<file path="config.mk">
export PLATFORM = sky130hd
export DESIGN_NAME = rsa_char_codec
export DESIGN_NICKNAME = d
export VERILOG_FILES = /design/src/rtl/core/rsa_pkg.sv /design/src/rtl/core/rsa_modmul.sv /design/src/rtl/core/rsa_char_codec.sv
export SDC_FILE = /design/constraint.sdc
export NUM_CORES = 1
export LEC_CHECK = 0
export BUFFER_PORTS_ARGS = -buffer_cell sky130_fd_sc_hd__buf_2
export CORE_ASPECT_RATIO = 1.25
export CORE_UTILIZATION = 42
export DETAILED_ROUTE_END_ITERATION = 7
export GPL_TIMING_DRIVEN = 0
export PLACE_DENSITY = 0.72
export SYNTH_ARGS = -nofsm -noshare
export SYNTH_HDL_FRONTEND = slang
export SYNTH_SLANG_ARGS = --single-unit
</file>
<file path="constraint.sdc">
create_clock -name clk -period 7.03 [get_ports clk]
set_clock_uncertainty 0.2 [all_clocks]
set_input_delay 1.406 -clock clk [delete_from_list [all_inputs] [get_ports clk]]
set_output_delay 1.406 -clock clk [all_outputs]
set_load 0.05 [all_outputs]
</file>
<file path="src/rtl/core/rsa_pkg.sv">
`timescale 1ns / 1ps
// ----------------------------------------------------------------------------
// rsa_pkg
// Shared widths, register map, reset values and operation codes for the
// RSA character codec.
// ----------------------------------------------------------------------------
package rsa_pkg;

  localparam int VALUE_W        = 16;
  localparam int EXP_W          = 16;
  localparam int CHAR_W         = 8;
  localparam int CODE_WIDTH_DEF = 16;

  localparam int APB_DATA_W = 32;
  localparam int APB_ADDR_W = 4;
  localparam int REG_IDX_W  = 2;

  localparam logic [REG_IDX_W-1:0] REG_ENC_EXP = 2'd0;
  localparam logic [REG_IDX_W-1:0] REG_DEC_EXP = 2'd1;
  localparam logic [REG_IDX_W-1:0] REG_MODULUS = 2'd2;

  localparam logic [EXP_W-1:0]   ENC_EXP_RST = 16'd17;
  localparam logic [EXP_W-1:0]   DEC_EXP_RST = 16'd2753;
  localparam logic [VALUE_W-1:0] MODULUS_RST = 16'd3233;

  localparam logic REQ_ENCRYPT = 1'b0;
  localparam logic REQ_DECRYPT = 1'b1;

  typedef logic [1:0] op_t;
  localparam op_t OP_RED = 2'd0;
  localparam op_t OP_MUL = 2'd1;
  localparam op_t OP_SQR = 2'd2;

endpackage

</file>
<file path="src/rtl/core/rsa_modmul.sv">
`timescale 1ns / 1ps
// ----------------------------------------------------------------------------
// rsa_modmul
// Bit-serial interleaved modular multiplier: res = a * b mod m, one bit of a
// per cycle, MSB first. Requires m nonzero and b no larger than m.
// ----------------------------------------------------------------------------
module rsa_modmul #(
  parameter int W = 16
) (
  input  logic         clk,
  input  logic         rst_n,
  input  logic         start,
  input  logic [W-1:0] a,
  input  logic [W-1:0] b,
  input  logic [W-1:0] m,
  output logic         done,
  output logic [W-1:0] res
);

  localparam int CNT_W = $clog2(W);

  logic             busy_r, busy_nxt;
  logic             done_r, done_nxt;
  logic [CNT_W-1:0] cnt_r, cnt_nxt;
  logic [W-1:0]     a_r, a_nxt;
  logic [W-1:0]     b_r, b_nxt;
  logic [W-1:0]     m_r, m_nxt;
  logic [W-1:0]     acc_r, acc_nxt;

  logic [W:0] dbl;
  logic [W:0] dbl_red;
  logic [W:0] sum;
  logic [W:0] sum_red;
  logic [W:0] m_ext;

  always_comb begin
    m_ext   = {1'b0, m_r};
    dbl     = {acc_r, 1'b0};
    dbl_red = (dbl >= m_ext) ? (dbl - m_ext) : dbl;
    sum     = dbl_red + (a_r[W-1] ? {1'b0, b_r} : '0);
    sum_red = (sum >= m_ext) ? (sum - m_ext) : sum;
  end

  always_comb begin
    busy_nxt = busy_r;
    cnt_nxt  = cnt_r;
    a_nxt    = a_r;
    b_nxt    = b_r;
    m_nxt    = m_r;
    acc_nxt  = acc_r;
    done_nxt = 1'b0;
    if (start) begin
      busy_nxt = 1'b1;
      cnt_nxt  = CNT_W'(W - 1);
      a_nxt    = a;
      b_nxt    = b;
      m_nxt    = m;
      acc_nxt  = '0;
    end else if (busy_r) begin
      acc_nxt = sum_red[W-1:0];
      a_nxt   = a_r << 1;
      cnt_nxt = cnt_r - 1'b1;
      if (cnt_r == '0) begin
        busy_nxt = 1'b0;
        done_nxt = 1'b1;
      end
    end
  end

  always_ff @(posedge clk) begin
    if (!rst_n) begin
      busy_r <= 1'b0;
      done_r <= 1'b0;
    end else begin
      busy_r <= busy_nxt;
      done_r <= done_nxt;
    end
  end

  always_ff @(posedge clk) begin
    cnt_r <= cnt_nxt;
    a_r   <= a_nxt;
    b_r   <= b_nxt;
    m_r   <= m_nxt;
    acc_r <= acc_nxt;
  end

  assign done = done_r;
  assign res  = acc_r;

endmodule

</file>
<file path="src/rtl/core/rsa_char_codec.sv">
`timescale 1ns / 1ps
// ----------------------------------------------------------------------------
// rsa_char_codec
// Textbook RSA encrypt/decrypt of one code per item by right-to-left
// square-and-multiply on a shared bit-serial modular multiplier.
// ----------------------------------------------------------------------------
// One item is handled at a time. The base is first reduced by the modulus,
// then each exponent bit costs a square and, for a set bit, a multiply; every
// one of these runs on the single bit-serial multiplier, whose width W is the
// smaller of CODE_WIDTH and 16. A 16-bit exponent therefore takes up to 32
// multiplier passes; a zero exponent or a zero modulus skips the multiplier.
// A finished result waits in the output register while the next item is
// accepted.
module rsa_char_codec
  import rsa_pkg::*;
#(
  parameter int CODE_WIDTH = CODE_WIDTH_DEF
) (
  input  logic                  clk,
  input  logic                  rst_n,
  input  logic                  in_valid,
  output logic                  in_stall,
  input  logic                  in_req_type,
  input  logic [VALUE_W-1:0]    in_value,
  input  logic                  in_last_in,
  output logic                  out_valid,
  input  logic                  out_stall,
  output logic [VALUE_W-1:0]    out_result,
  output logic                  out_last_out,
  input  logic                  psel,
  input  logic                  penable,
  input  logic                  pwrite,
  input  logic [APB_ADDR_W-1:0] paddr,
  input  logic [APB_DATA_W-1:0] pwdata,
  output logic [APB_DATA_W-1:0] prdata,
  output logic                  pready
);

  localparam int CW = (CODE_WIDTH < VALUE_W) ? CODE_WIDTH : VALUE_W;

  localparam logic [1:0] S_IDLE = 2'd0;
  localparam logic [1:0] S_RUN  = 2'd1;
  localparam logic [1:0] S_DONE = 2'd2;

  logic [EXP_W-1:0]   enc_exp_r, enc_exp_nxt;
  logic [EXP_W-1:0]   dec_exp_r, dec_exp_nxt;
  logic [VALUE_W-1:0] modulus_r, modulus_nxt;

  logic [1:0]         state_r, state_nxt;
  logic               go_r, go_nxt;
  op_t                op_r, op_nxt;
  logic               req_r, req_nxt;
  logic               last_r, last_nxt;
  logic [EXP_W-1:0]   exp_r, exp_nxt;
  logic [CW-1:0]      val_r, val_nxt;
  logic [CW-1:0]      base_r, base_nxt;
  logic [CW-1:0]      acc_r, acc_nxt;
  logic               out_valid_r, out_valid_nxt;
  logic [VALUE_W-1:0] result_r, result_nxt;
  logic               last_out_r, last_out_nxt;

  logic [REG_IDX_W-1:0] reg_idx;
  logic                 cfg_wr;
  logic [CW-1:0]        mod_m;
  logic [EXP_W-1:0]     in_exp;
  logic [CW-1:0]        mm_a;
  logic [CW-1:0]        mm_b;
  logic                 mm_done;
  logic [CW-1:0]        mm_res;

  assign reg_idx = paddr[APB_ADDR_W-1:2];
  assign cfg_wr  = psel && penable && pwrite && pready;
  assign pready  = 1'b1;
  assign mod_m   = modulus_r[CW-1:0];

  always_comb begin
    enc_exp_nxt = enc_exp_r;
    dec_exp_nxt = dec_exp_r;
    modulus_nxt = modulus_r;
    if (cfg_wr) begin
      case (reg_idx)
        REG_ENC_EXP: enc_exp_nxt = pwdata[EXP_W-1:0];
        REG_DEC_EXP: dec_exp_nxt = pwdata[EXP_W-1:0];
        REG_MODULUS: modulus_nxt = pwdata[VALUE_W-1:0];
        default:     ;
      endcase
    end
  end

  always_comb begin
    case (reg_idx)
      REG_ENC_EXP: prdata = APB_DATA_W'(enc_exp_r);
      REG_DEC_EXP: prdata = APB_DATA_W'(dec_exp_r);
      REG_MODULUS: prdata = APB_DATA_W'(modulus_r);
      default:     prdata = '0;
    endcase
  end

  always_comb begin
    case (op_r)
      OP_RED: begin
        mm_a = val_r;
        mm_b = CW'(1);
      end
      OP_MUL: begin
        mm_a = acc_r;
        mm_b = base_r;
      end
      default: begin
        mm_a = base_r;
        mm_b = base_r;
      end
    endcase
  end

  assign in_exp = (in_req_type == REQ_DECRYPT) ? dec_exp_r : enc_exp_r;

  always_comb begin
    state_nxt     = state_r;
    go_nxt        = 1'b0;
    op_nxt        = op_r;
    req_nxt       = req_r;
    last_nxt      = last_r;
    exp_nxt       = exp_r;
    val_nxt       = val_r;
    base_nxt      = base_r;
    acc_nxt       = acc_r;
    out_valid_nxt = out_valid_r;
    result_nxt    = result_r;
    last_out_nxt  = last_out_r;
    if (out_valid_r && !out_stall) begin
      out_valid_nxt = 1'b0;
    end
    case (state_r)
      S_IDLE: begin
        if (in_valid) begin
          req_nxt  = in_req_type;
          last_nxt = in_last_in;
          val_nxt  = in_value[CW-1:0];
          exp_nxt  = in_exp;
          if (mod_m == '0) begin
            acc_nxt   = '0;
            state_nxt = S_DONE;
          end else if (in_exp == '0) begin
            acc_nxt   = CW'(1);
            state_nxt = S_DONE;
          end else begin
            acc_nxt   = CW'(1);
            op_nxt    = OP_RED;
            go_nxt    = 1'b1;
            state_nxt = S_RUN;
          end
        end
      end
      S_RUN: begin
        if (mm_done) begin
          case (op_r)
            OP_RED: begin
              base_nxt = mm_res;
              op_nxt   = exp_r[0] ? OP_MUL : OP_SQR;
              go_nxt   = 1'b1;
            end
            OP_MUL: begin
              acc_nxt = mm_res;
              if (exp_r[EXP_W-1:1] == '0) begin
                state_nxt = S_DONE;
              end else begin
                op_nxt = OP_SQR;
                go_nxt = 1'b1;
              end
            end
            OP_SQR: begin
              base_nxt = mm_res;
              exp_nxt  = exp_r >> 1;
              op_nxt   = exp_r[1] ? OP_MUL : OP_SQR;
              go_nxt   = 1'b1;
            end
            default: state_nxt = S_IDLE;
          endcase
        end
      end
      S_DONE: begin
        if (!out_valid_r || !out_stall) begin
          out_valid_nxt = 1'b1;
          result_nxt    = (req_r == REQ_DECRYPT) ? VALUE_W'(acc_r[CHAR_W-1:0])
                                                 : VALUE_W'(acc_r);
          last_out_nxt  = last_r;
          state_nxt     = S_IDLE;
        end
      end
      default: state_nxt = S_IDLE;
    endcase
  end

  always_ff @(posedge clk) begin
    if (!rst_n) begin
      enc_exp_r   <= ENC_EXP_RST;
      dec_exp_r   <= DEC_EXP_RST;
      modulus_r   <= MODULUS_RST;
      state_r     <= S_IDLE;
      go_r        <= 1'b0;
      out_valid_r <= 1'b0;
    end else begin
      enc_exp_r   <= enc_exp_nxt;
      dec_exp_r   <= dec_exp_nxt;
      modulus_r   <= modulus_nxt;
      state_r     <= state_nxt;
      go_r        <= go_nxt;
      out_valid_r <= out_valid_nxt;
    end
  end

  always_ff @(posedge clk) begin
    op_r       <= op_nxt;
    req_r      <= req_nxt;
    last_r     <= last_nxt;
    exp_r      <= exp_nxt;
    val_r      <= val_nxt;
    base_r     <= base_nxt;
    acc_r      <= acc_nxt;
    result_r   <= result_nxt;
    last_out_r <= last_out_nxt;
  end

  rsa_modmul #(
    .W (CW)
  ) u_modmul (
    .clk   (clk),
    .rst_n (rst_n),
    .start (go_r),
    .a     (mm_a),
    .b     (mm_b),
    .m     (mod_m),
    .done  (mm_done),
    .res   (mm_res)
  );

  assign in_stall     = (state_r != S_IDLE);
  assign out_valid    = out_valid_r;
  assign out_result   = result_r;
  assign out_last_out = last_out_r;

  a_done_in_run: assert property (@(posedge clk) disable iff (!rst_n)
    mm_done |-> (state_r == S_RUN))
    else $error("multiplier finished outside of a run");

  a_res_reduced: assert property (@(posedge clk) disable iff (!rst_n)
    mm_done |-> (mm_res < mod_m))
    else $error("multiplier result not reduced by the modulus");

  a_exp_live: assert property (@(posedge clk) disable iff (!rst_n)
    (state_r == S_RUN) |-> (exp_r != '0))
    else $error("exponent exhausted while still running");

endmodule

</file>
# After elaboration in Yosys (flattened, before gate mapping)
# Cells that the tools add are included.
dict set report classes {
  addsub 4
  order_cmp 2
  n_eq_ne 17
  n_mux 48
  bitwise 2
  reduce_logical 28
}
# operator n
set ops {}
lappend ops {{$mux 16} 11}
lappend ops {{$pmux 16 s2} 3}
lappend ops {{$pmux 16 s3} 1}
lappend ops {{$ge 17x16->1} 2}
lappend ops {{$logic_not 16->1} 2}
lappend ops {{$mux 2} 13}
lappend ops {{$add 17x16->17} 1}
lappend ops {{$mux 17} 1}
lappend ops {{$sub 17x16->17} 1}
lappend ops {{$sub 16x16->16} 1}
lappend ops {{$logic_not 15->1} 1}
lappend ops {{$mux 1} 13}
lappend ops {{$ne 2x2->1 const B} 6}
lappend ops {{$pmux 2 s3} 2}
lappend ops {{$reduce_and 2->1} 5}
lappend ops {{$pmux 2 s2} 2}
lappend ops {{$reduce_and 4->1} 2}
lappend ops {{$reduce_and 7->1} 1}
lappend ops {{$eq 2x1->1 const B} 3}
lappend ops {{$eq 2x2->1 const B} 3}
lappend ops {{$logic_not 2->1} 3}
lappend ops {{$ne 3x3->1 const B} 2}
lappend ops {{$reduce_bool 2->1} 3}
lappend ops {{$reduce_and 5->1} 1}
lappend ops {{other kinds (12)} 18}
dict set report word_totals {
  reg_bits 207
  in_bits 61
  out_inout_bits 52
  wordCells 124
}

# Longest topological paths before layout
dict set report depth {
  ltp_word 6
  mapped_depth 30
  depth_no_buf 27
}

# By module
# Synthesis repeated with hierarchy kept, for this count alone.
dict set report unflattened {
  hier_cells 1126
  hier_area_um2 11433.5
}
# module n_inst cells_each area_per_inst_um2 seq_area_each_um2
set modules_own_cells {}
lappend modules_own_cells {rsa_char_codec 1 576 6179.7 3593.4}
lappend modules_own_cells {rsa_modmul 1 550 5253.8 1881.8}

# Worst setup path before layout
# No wires, ideal clock.
dict set report synth_timing {
  path_type {reg2reg}
  from {reg u_modmul.m_r[1]}
  to {reg u_modmul.acc_r[10], in the netlist u_modmul.res[10]}
  setup_time_ps 79
  arrival_time_ps 6081
  required_time_ps 6751
  setup_slack_ps 670
  stages_incl_launch_ff 30
  n_path_buf 2
  period_less_slack_ps 6360
  path_cell_list {edfxtp_1 > inv_1 > ha_1 > nor2b_1 > o31a_1 > o22ai_1 > a211o_1 > a22o_1 > clkbuf_1 > clkbuf_1 > nand2_1 > o21ai_0 > ha_1 > nand3_1 > o2111ai_1 > o31a_1 > a211o_1 > a21o_1 > a21oi_1 > xnor2_1 > ha_1 > nand2_1 > o21a_1 > nand2b_1 > or4_1 > a21oi_1 > a21bo_1 > mux2_2 > or3b_1 > a211oi_2}
}
dict set report synth_between {
  elab_chain_cells 5
  elab_cells_between_ends 7
  cone_classes {3 x add/sub; 2 x order compare; 2 x mux}
}
# element line
set synth_lines {}
lappend synth_lines {{start: declaration} rsa_modmul.sv:27} ;# logic [W-1:0] m_r, m_nxt;
lappend synth_lines {{start signal: assignment} rsa_modmul.sv:84} ;# m_r <= m_nxt;
lappend synth_lines {{$sub 17x16->17 / $ge 17x16->1 (equally long branches)} rsa_modmul.sv:39} ;# dbl_red = (dbl >= m_ext) ? (dbl - m_ext) : dbl;
lappend synth_lines {{$mux 17} rsa_modmul.sv:39}
lappend synth_lines {{$add 17x16->17} rsa_modmul.sv:40} ;# sum = dbl_red + (a_r[W-1] ? {1'b0, b_r} : '0);
lappend synth_lines {{$sub 16x16->16 / $ge 17x16->1 (equally long branches)} rsa_modmul.sv:41} ;# sum_red = (sum >= m_ext) ? (sum - m_ext) : sum;
lappend synth_lines {{$mux 16 (*)} rsa_modmul.sv:41}
lappend synth_lines {{end signal: assignment} rsa_modmul.sv:85} ;# acc_r <= acc_nxt;
lappend synth_lines {{end: declaration} rsa_modmul.sv:28} ;# logic [W-1:0] acc_r, acc_nxt;
# Mark *: on every way between the ends. The rest lies on a longest branch, timed or not.
# A chain may end at the register's enable or synchronous reset.

# Worst setup path in the final report
dict set report layout_timing {
  from {reg u_modmul.acc_r[4], in the netlist u_modmul.res[4]}
  to {reg u_modmul.acc_r[10], in the netlist u_modmul.res[10]}
}
dict set report layout_between {
  elab_chain_cells 5
  elab_cells_between_ends 7
  cone_classes {3 x add/sub; 2 x order compare; 2 x mux}
}
# element line
set layout_lines {}
lappend layout_lines {{$sub 17x16->17 / $ge 17x16->1 (equally long branches)} rsa_modmul.sv:39}
lappend layout_lines {{$mux 17 (*)} rsa_modmul.sv:39}
lappend layout_lines {{$add 17x16->17 (*)} rsa_modmul.sv:40}
lappend layout_lines {{$sub 16x16->16 / $ge 17x16->1 (equally long branches)} rsa_modmul.sv:41}
lappend layout_lines {{$mux 16 (*)} rsa_modmul.sv:41}
# Marked as above.

==> out/results.ini <==
[run_status]
outcome=finished, final reports clean

[sta]
finalMaxSlewViolations=0
finalWorstSetupSlack_ps=203
min_period_ps=6830
fin_hold_ws_ps=225
slew_headroom=0.0967
fmax_ghz=0.146
finalHoldViolCount=0
post-route-period-util=0.971
finalSetupViolCount=0
worst_slew_pin_slew_ps=1350

[worst_setup_path]
critPathCaptureType=flip-flop
reg2reg_slack_ps=200
worst-endpoint-required_ps=7260
critPathSlowestCell=or4_1
crit_family=compound AO/OA/AOI/OAI gates
critPathKind=flip-flop to flip-flop
start_kind=flip-flop
max_stage_delay_ps=570
crit_arrival_ps=7060
critical_path_buf_inv_count=1
cp_max_fo=5

[yosys]
synth_ff_type=edfxtp_1
ys_seq_area_frac=0.491
synth_cells=1133
synth_cell_types=58
ys_ff_latch=207
async_reset_ff_frac=0
synth_edf_count=133
syn_avg_cell_area_um2=9.83
netlist_area_mm2=0.0111
yosys_warnings=0

[pwr]
pwr-share-seq=0.293
vdd_drop_max_mv=0.177
netSwitchingFraction=0.389
cellPowerDensity_mw_per_mm2=413
share_comb_of_total_power=0.494
p_leak_uw=0.00527
p_int_uw=3330
clock_power_share=0.213
p_switching_uw=2120

[global_route]
overflow=0
grt_pass1_wl_um=45700
grt_max_degree=35
antenna_found_initial=0
track_usage=0.218
grt_pass1_vias=8465

[clock_network]
cts_tree=yes
htree_levels=1
cts.clk_slew.worst_paths_ps=60
cts_root_buffer=clkbuf_16
hold_buffers=0
cts_buffers=22
cts_buffer_depth=3
clk_latency_ps=510
clock_sinks=207

[detailed_routing]
drcViolationCount=0
via_count=8861
ant_nets=0
drt_first_pass_iters=5
drt-initial-drc-count=515
wl_per_cell_um=18.3
vias_per_cell=5.44
drt_wl_total_um=29900

[place]
placed_cell_area_mm2=0.0120
place.gp.congestion=0.959
io_buffers=76
dp_hpwl_um=22400
dp_slack_ps=-624

[floorplanning]
die_w_um=148
start_util=0.428
ioPinCount=113
die-area_mm2=0.0272
rows=66
core_area_mm2=0.0260
fp.dieH_um=184

[final_layout]
mostFrequentLayoutCell=nand2_1
regArea_mm2=0.00549
final_area_mm2=0.0132
final_net_count=1391
fillers=2346
n_antenna_cell=0
area_delta_synth_final_pct=18.6
drive_gt1_frac=0.164
final_cell_mix=nand2_1, edfxtp_1, buf_2, dfxtp_1
multi_input_area_mm2=0.00550

[worst_hold_path]
hold_class=flip-flop to flip-flop

[flow_run]
maxCapViolations=0

## cell type report
cell class / instances / share of cell area
Clock buffer: 33 / 0.0502
Multi-Input combinational cell: 835 / 0.417
Tap cell: 340 / 0.0322
Inverter: 37 / 0.0105
Sequential cell: 207 / 0.415
Clock inverter: 7 / 0.00483
Buffer: 69 / 0.0267
Timing Repair Buffer: 101 / 0.0436
## worst paths after layout
check | to | from | cells past startpoint
worst max-delay path | u_modmul.res[10] | u_modmul.res[4] | 25
worst min-delay path | out_last_out | last_r | 0
worst max register to register | u_modmul.res[10] | u_modmul.res[4] | 25
worst min register to register | out_last_out | last_r | 0
## cell families after synthesis
group           after synthesis  share of synthesized area
compound gates              259                      0.152
xor+xnor                     40                     0.0314
fa+ha+maj                    57                     0.0660
buf+inv                     106                     0.0419
flops                       207                      0.491
mux                          47                     0.0426
other cells                   2                   0.000674
simple gates                415                      0.174
## metrics by stage
stage | util | power, µW | setup TNS [ps] | cells
floorplan | - | 3370 | 0 | 1148
finish | 0.508 | 5450 | 0 | 1629
global route | 0.508 | 5780 | -109 | 1629
detailed placement | 0.463 | 3940 | -8980 | 1566
CTS | 0.494 | 5170 | 0 | 1609
global placement | 0.461 | 3880 | -7140 | 1564
## flip-flops by register name, summed over array words and instances (netlist names), 2 cells and up
signal          count
acc_r              16
base_r             16
dec_exp_r          16
enc_exp_r          16
exp_r              16
mod_m              16
out_result         16
u_modmul.a_r       16
u_modmul.b_r       16
u_modmul.m_r       16
u_modmul.res       16
val_r              16
u_modmul.cnt_r      4
op_r                2
state_r             2
## power groups by stage
stage | Clock (µW) | Sequential [µW] | Combinational [µW]
after floorplan | 0 | 1540 | 1830
after global placement | 0 | 1600 | 2270
after detailed placement | 0 | 1610 | 2330
after CTS | 1170 | 1580 | 2410
after global routing | 1220 | 1610 | 2950
final | 1160 | 1600 | 2690
## Yosys cell counts (9+ instances only)
master	instances	area share
a211oi_1	15	0.010
a21boi_0	38	0.026
a21o_1	14	0.0094
a21oi_1	40	0.018
a22oi_1	16	0.011
a31oi_1	21	0.012
and2_1	35	0.020
buf_4	18	0.012
clkbuf_1	48	0.016
dfxtp_1	74	0.13
edfxtp_1	133	0.36
ha_1	54	0.061
inv_1	37	0.012
mux2i_1	44	0.040
nand2_1	184	0.062
nand2b_1	10	0.0056
nand3_1	25	0.011
nand4_1	9	0.0051
nor2_1	68	0.023
nor2b_1	31	0.017
nor3_1	11	0.0049
nor4_1	17	0.0095
o21a_1	11	0.0074
o21ai_0	68	0.031
xnor2_1	22	0.017
xor2_1	18	0.014
## per-layer routing
metal	vias up	track usage	wire length [µm]
met5	-	0	0
li1	4310	-	-
met4	0	0.102	1350
met2	265	0.392	15200
met3	73	0.0257	1240
met1	4213	0.258	12100
## worst reg2reg max path, stage by stage (launching register included)
cell and delay, ps:
dfxtp_1 410, ha_4 230, or4_1 570, o22ai_4 160
a211o_1 170, a22o_1 230, buf_4 140, mux2_2 340
ha_1 300, a21oi_2 170, o2111ai_2 150, o31a_1 360
a211o_1 340, a21o_1 200, a21oi_2 160, xnor2_2 180
ha_4 260, nand2_1 50, o21a_1 200, nand2b_1 100
or4_4 500, a21oi_4 190, a21bo_1 220, mux2_4 300
or3b_1 390, a211oi_2 210
## what timing repair did
action	in CTS	in global routing
pin swaps	5	25
resized for setup	17	52
buffers inserted	3	20
setup endpoints to repair	16	16
Note: power is estimated with default switching activity, not from simulation.
